$ cat src/rtl/hbp_pkg.sv
`default_nettype none
package hbp_pkg;

   localparam int BYTE_W       = 8;
   localparam int CODE_W       = 32;
   localparam int LEN_W        = 6;
   localparam int CNT_W        = 3;
   localparam int TREE_W       = 13;
   localparam int ADDR_W       = 8;
   localparam int TABLE_DEPTH  = 256;
   localparam int MAX_CODE_LEN = 32;
   localparam int CODE_CAP     = (MAX_CODE_LEN < CODE_W) ? MAX_CODE_LEN : CODE_W;
   localparam int ACC_W        = BYTE_W + CODE_W;
   localparam int TOTAL_W      = 6;

   // request command codes
   localparam logic [1:0] CMD_LOAD   = 2'd0;
   localparam logic [1:0] CMD_ENCODE = 2'd1;
   localparam logic [1:0] CMD_FLUSH  = 2'd2;

   // result byte kinds
   localparam logic [1:0] KIND_DATA   = 2'd0;
   localparam logic [1:0] KIND_HDR_HI = 2'd1;
   localparam logic [1:0] KIND_HDR_LO = 2'd2;

   typedef enum logic [2:0] {
      ST_IDLE,
      ST_ALIGN,
      ST_EMIT,
      ST_FLUSH_DATA,
      ST_HDR_HI,
      ST_HDR_LO
   } state_type;

   typedef enum logic [2:0] {
      EMIT_NONE,
      EMIT_ACC,
      EMIT_PENDING,
      EMIT_HDR_HI,
      EMIT_HDR_LO
   } emit_type;

   typedef struct packed {
      logic     mem_write;
      logic     mem_read;
      logic     align;
      emit_type emit;
      logic     commit_pending;
      logic     clear_pending;
   } ctrl_cmd_type;

   typedef struct packed {
      logic total_ge8;
      logic total_lt16;
      logic pending_nz;
      logic out_free;
   } dp_status_type;

endpackage
`default_nettype wire

$ cat src/rtl/hbp_ctrl.sv
`default_nettype none
module hbp_ctrl
   import hbp_pkg::*;
(
   input  wire logic          clock,
   input  wire logic          reset,
   input  wire logic          req_valid,
   input  wire logic [1:0]    req_command,
   output logic               req_ready,
   input  wire dp_status_type status,
   output ctrl_cmd_type       cmd
);

   state_type state_ff;
   state_type state_in;

   always_ff @(posedge clock) begin
      if (reset) begin
         state_ff <= ST_IDLE;
      end else begin
         state_ff <= state_in;
      end
   end

   always_comb begin
      state_in  = state_ff;
      req_ready = 1'b0;
      cmd       = '{mem_write: 1'b0, mem_read: 1'b0, align: 1'b0, emit: EMIT_NONE,
                    commit_pending: 1'b0, clear_pending: 1'b0};
      case (state_ff)
         ST_IDLE: begin
            req_ready = 1'b1;
            if (req_valid) begin
               case (req_command)
                  CMD_LOAD: begin
                     cmd.mem_write = 1'b1;
                  end
                  CMD_ENCODE: begin
                     cmd.mem_read = 1'b1;
                     state_in     = ST_ALIGN;
                  end
                  CMD_FLUSH: begin
                     state_in = status.pending_nz ? ST_FLUSH_DATA : ST_HDR_HI;
                  end
                  default: begin
                  end
               endcase
            end
         end
         ST_ALIGN: begin
            cmd.align = 1'b1;
            state_in  = ST_EMIT;
         end
         ST_EMIT: begin
            if (!status.total_ge8) begin
               cmd.commit_pending = 1'b1;
               state_in           = ST_IDLE;
            end else if (status.out_free) begin
               cmd.emit = EMIT_ACC;
            end
         end
         ST_FLUSH_DATA: begin
            if (status.out_free) begin
               cmd.emit = EMIT_PENDING;
               state_in = ST_HDR_HI;
            end
         end
         ST_HDR_HI: begin
            if (status.out_free) begin
               cmd.emit = EMIT_HDR_HI;
               state_in = ST_HDR_LO;
            end
         end
         ST_HDR_LO: begin
            if (status.out_free) begin
               cmd.emit          = EMIT_HDR_LO;
               cmd.clear_pending = 1'b1;
               state_in          = ST_IDLE;
            end
         end
         default: begin
            state_in = ST_IDLE;
         end
      endcase
   end

endmodule
`default_nettype wire

$ cat config.mk
export PLATFORM = sky130hd
export DESIGN_NAME = hbp_ctrl
export DESIGN_NICKNAME = d
export VERILOG_FILES = /design/src/rtl/hbp_pkg.sv /design/src/rtl/hbp_ctrl.sv
export SDC_FILE = /design/constraint.sdc
export NUM_CORES = 1
export LEC_CHECK = 0
export BUFFER_PORTS_ARGS = -buffer_cell sky130_fd_sc_hd__buf_2
export CAP_MARGIN = 20
export CORE_AREA = 10 10 47 49
export CTS_CLUSTER_DIAMETER = 200
export DETAILED_ROUTE_END_ITERATION = 8
export DIE_AREA = 0 0 57 59
export GPL_TIMING_DRIVEN = 0
export PLACE_DENSITY_LB_ADDON = 0.08
export SLEW_MARGIN = 20
export SYNTH_ARGS = -nofsm -noshare
export SYNTH_HDL_FRONTEND = slang
export SYNTH_SLANG_ARGS = --single-unit
$ cat constraint.sdc
create_clock -name clock -period 2.8 [get_ports clock]
set_input_delay 0.42 -clock clock [delete_from_list [all_inputs] [get_ports clock]]
set_output_delay 0.42 -clock clock [all_outputs]
set_load 0.01 [all_outputs]
==> results.tsv, run 1 <==
metric	value	unit
status	completed	
synth_cell_types	24	
clockBufferDepth	2	
core-area	0.00140	mm^2
largest_reg_flops	3	
antenna_cells	0	
synth.most_common_cell	nor2b_1	
grt_overflow_total	0	
path_class	reg2out	
worst_pin_slew	0.423	ns
synth_area_leaders	dfxtp_1 19%, nor2b_1 10%, nor4b_1 5.6%	
period_share	66.4	%
synth-seq-cells	3	
crit_slowest_cell	nor3_1	
synth_edf_count	0	
worstSetupEndpointType	primary output	
crit_required	2.38	ns
r2r_start	state_ff[2]	
tns	0	ns
endpoint	cmd[7]	
instances_no_fill	78	
p_per_area	562	mW/mm^2
drtIter0Drc	10	
hpwl	790	um
synthFlopType	dfxtp_1	
finalHoldViolations	0	
die-area	0.00336	mm^2
ff2ff_setup_slack	1.37	ns
synthDominantCellAreaShare	19.4	%
avgSynthCellArea	7.39	um^2
critPathLaunch	state_ff[2]	
crit_path_frequent_cell	buf_2	
fillers	164	
finalCriticalPeriod	1.86	ns
synth_top_cells_by_count	5 x nor2b_1, 4 x inv_1, 3 x a21oi_1, 3 x dfxtp_1	
timing.slew.headroom	71.7	%
post_drt_wl_per_cell	12.9	um
path_cells	buf_2, nor3_1, nor4b_1, buf_2	
cp.arrival	1.44	ns
clkTransAtPathRegs	0.04	ns
antenna_left	0	
fmax	538	MHz
initial_utilization	22.1	%
fp.dieW	57	um
drive_gt1_share	38.7	%
root_buffer	clkbuf_4	
track_usage	5.97	%
io_pins	18	
ys_seq_area_share	19.4	%
setup_violations	0	
ctsResizeCount	0	
htree_levels	1	
drc_errors	0	
hold_buffers	0	
slowest_delay	0.33	ns
syn-cell-area	310	um^2
cts_tree	built	
portBuffers	16	
dr.pass1.iters	4	
ir_worst_vdd	0.191	mV
gp_congestion	0.723	
clk_latency	0.23	ns
post-cts-setup-buffers	0	
std_cell_rows	14	
cts_sinks	3	
syn_to_final_growth	40.7	%
syn-instance-count	42	
r2r-end	state_ff[0]	
num_vias	374	
pre_cts_ws	1.17	ns
p_leak	0.202	nW
reg.largest.list	state_ff: 3 flops	
antenna_found_initial	0	
cp-start-kind	flip-flop	
hold_class	in2reg	
fin_util	31.2	%
drt_wl_total	1010	um
top_register	state_ff	
drv_slew	0	
grt_max_degree	11	
finClkSkew	0.0000777	ns
cts_made_buffers	3	
p_total	0.245	mW
dpl.cell_count	74	
nNetsFinal	72	
synth_top_area_cell	dfxtp_1	
grt_setup_unrepaired	no	
vias_per_cell	4.79	
drv_cap	0	
async_reset_ff_share	0	%
grt_first_pass_wirelength	1640	um
critical_path.max_fanout	9	
setup_slack	0.942	ns
syn_nets	51	
die_height	59	um
yosysWarningCount	0	
rr_worst_depth	5	
grt_pass1_vias	390	
[per-layer routing]
metal	routed length (um)	part of all wire, %	track usage (%)	vias to the layer above
li1	-	-	-	192
met1	430	43	6.07	165
met2	418	41	8.68	17
met3	159	16	5.36	0
met4	0	0	2.01	0
met5	0	0	0	-
[worst max-delay path: cells and delay by family (launching register included)]
kind | cells | cell delay [ns]
buffers and inverters | 2 | 0.34
DFF | 1 | 0.28
and+or+nand+nor | 2 | 0.58
[final cells by class]
cell class	count	area, um^2	share of cell area [%]
plain buffers	3	13.8	3.15
multi-input cells	32	221	50.7
repair buffers	16	80.1	18.3
flip-flops and latches	3	60.1	13.8
clock buffers	4	26.3	6.02
inverters	4	15.0	3.44
well taps	16	20.0	4.58
[where the power goes]
| part | switching, mW | internal [mW] | leakage (nW) |
|---|---|---|---|
| Clock | 0.0234 | 0.0535 | 0.0150 |
| Combinational | 0.0676 | 0.0470 | 0.163 |
| Sequential | 0.00359 | 0.0502 | 0.0245 |
[per-stage QoR]
stage,area [um^2],hold slack (ns)
2_1_floorplan,310,0.489
3_3_place_gp,410,0.652
3_5_place_dp,410,0.640
4_1_cts,437,0.383
5_1_grt,437,0.405
6_report,437,0.399
[logic make-up (layout without fill, tap and decap cells)]
family	Yosys count	in the layout	synth area share [%]
simple gates	19	19	41.5
compound gates	12	12	27.0
buf+inv	7	27	9.27
flops	3	3	19.4
xor+xnor	1	1	2.82
[worst min path at each step]
stage	cells after the start	startpoint	end	slack, ns
3_3_place_gp	2	reset	state_ff[1]	0.65
3_5_place_dp	2	reset	state_ff[1]	0.64
2_1_floorplan	1	reset	state_ff[1]	0.49
4_1_cts	2	reset	state_ff[1]	0.38
6_report	2	reset	state_ff[1]	0.40
5_1_grt	2	reset	state_ff[1]	0.40
[cell usage in the layout (no fill, tap or decap), drive strengths merged]
cell type and n:
nor4b 2, or3 1, nor2 2, a22oi 1, a21oi 3, a211o 1, nor3b 2, nor2b 6
a211oi 1, inv 4, and4b 1, a31oi 1, nand2 1, and3 2, a2111o 1, o21ai 3
xnor2 1, nor3 2, clkbuf 5, o31ai 1, buf 18, dfxtp 3
No activity file was read; power rests on OpenSTA's default activity.
==> inputs of run 2 (changes only) <==
Clock period 2.8 ns to 1.8 ns, I/O delays scaled along.
==> run 2 against run 1 <==
Effect of this change: die area did not move; critical path type unchanged; worst setup slack lost 0.82 ns; sequential share of layout area down 0.23 points; combinational power rose by 59%; largest cell class unchanged; global-route usage stayed put; cell area up 1.7%; clock power increased by 56%; worst hold slack worse by 0.15 ns.
==> results.tsv, run 2 (synthesis gave the netlist of run 1 again) <==
metric	value	unit
status	completed	
final_common_cell	buf_2	
tns	0	ns
drtIter0Drc	3	
period_share	93.3	%
clkPwrFrac	30.9	%
power_frac_comb	47.2	%
layout_common_cells	18 x buf_2, 4 x inv_1, 4 x nor2b_1	
fp.dieW	57	um
initial_utilization	22.1	%
drv_slew	0	
htree_levels	1	
largest_reg_flops	3	
critical_path.max_fanout	10	
slowest_delay	0.37	ns
crit_slowest_cell	dfxtp_1	
hold_buffers	0	
timing.slew.headroom	71.7	%
sw_frac_of_total	38.7	%
std_cell_rows	14	
dr.pass1.iters	4	
cts_tree	built	
core-area	0.00140	mm^2
clockBufferDepth	2	
top_register	state_ff	
worstSetupEndpointType	primary output	
ctsResizeCount	0	
portBuffers	16	
path_cells	clkbuf_1, nor2_1, a22oi_1, nor2b_1, buf_2	
p_leak	0.204	nW
drc_errors	0	
finClkSkew	0.000398	ns
grt_setup_unrepaired	yes	
die-area	0.00336	mm^2
track_usage	5.97	%
nNetsFinal	72	
post_drt_wl_per_cell	12.8	um
num_vias	365	
cts_made_buffers	3	
vias_per_cell	4.68	
clkTransAtPathRegs	0.04	ns
syn_to_final_growth	43.1	%
cp.buffers_inverters	2	
multi_input_area	229	um^2
min-delay-start	reset	
p_sw	0.150	mW
crit_required	1.53	ns
io_pins	18	
finalCriticalPeriod	1.68	ns
p_int	0.238	mW
p_seq_share	21.9	%
cts_sinks	3	
ir_worst_vdd	0.297	mV
fmax	595	MHz
grt_overflow_total	0	
critPathLaunch	state_ff[0]	
cp-start-kind	flip-flop	
antenna_cells	0	
r2r_start	state_ff[2]	
drt_wl_total	1000	um
gp_congestion	0.723	
p_per_area	872	mW/mm^2
drv_cap	0	
p_total	0.387	mW
grt_max_degree	11	
root_buffer	clkbuf_4	
cp_top_family	buffers and inverters	
placed_cell_area	410	um^2
clk_latency	0.23	ns
instances_no_fill	78	
grt_first_pass_wirelength	1640	um
post-cts-setup-buffers	0	
finalInstanceArea	444	um^2
seq_area	60.1	um^2
fillers	163	
path_class	reg2out	
grt_pass1_vias	390	
hpwl	790	um
setup_violations	0	
cp.arrival	1.41	ns
drive_gt1_share	41.9	%
worst_pin_slew	0.424	ns
die_height	59	um
finalHoldViolations	0	
dpl.cell_count	74	
reg.largest.list	state_ff: 3 flops	
antenna_found_initial	0	
hold_class	in2reg	
antenna_left	0	
-- run 2: power groups by stage --
stage | Clock [mW] | Combinational (mW) | Sequential, mW
after floorplan | 0 | 0.120 | 0.0834
after global placement | 0 | 0.183 | 0.0846
after detailed placement | 0 | 0.180 | 0.0850
after CTS | 0.130 | 0.180 | 0.0839
after global routing | 0.137 | 0.205 | 0.0863
final | 0.120 | 0.183 | 0.0848
-- run 2: worst paths after layout --
path,slack (ns),end,cells after the start
worst max-delay path,0.12,cmd[3],5
worst min-delay path,0.25,state_ff[1],2
worst max register to register,0.35,state_ff[0],5
worst min register to register,0.73,state_ff[1],3
-- run 2: layer usage --
metal	global-route usage (%)	part of all wire, %	up-vias
met2	8.68	41	15
met5	0	0	-
met4	2.01	0	0
li1	-	-	191
met3	5.36	15	0
met1	6.07	44	159
-- run 2: through the flow --
step	utilization, %	hold WS [ns]	setup slack (ns)
after CTS	31.2	0.233	0.0487
after global placement	29.3	0.502	0.287
after global routing	31.7	0.255	-0.000582
final	31.7	0.248	0.120
after detailed placement	29.3	0.490	0.318
after floorplan	-	0.339	0.205
-- run 2: final cells by class --
type	instances	area share (%)
timing repair buffer	16	18.0
buffer	3	3.10
tap	16	4.51
clock buffer	4	5.92
sequential	3	13.5
inverter	4	3.38
multi-input combinational	32	51.5
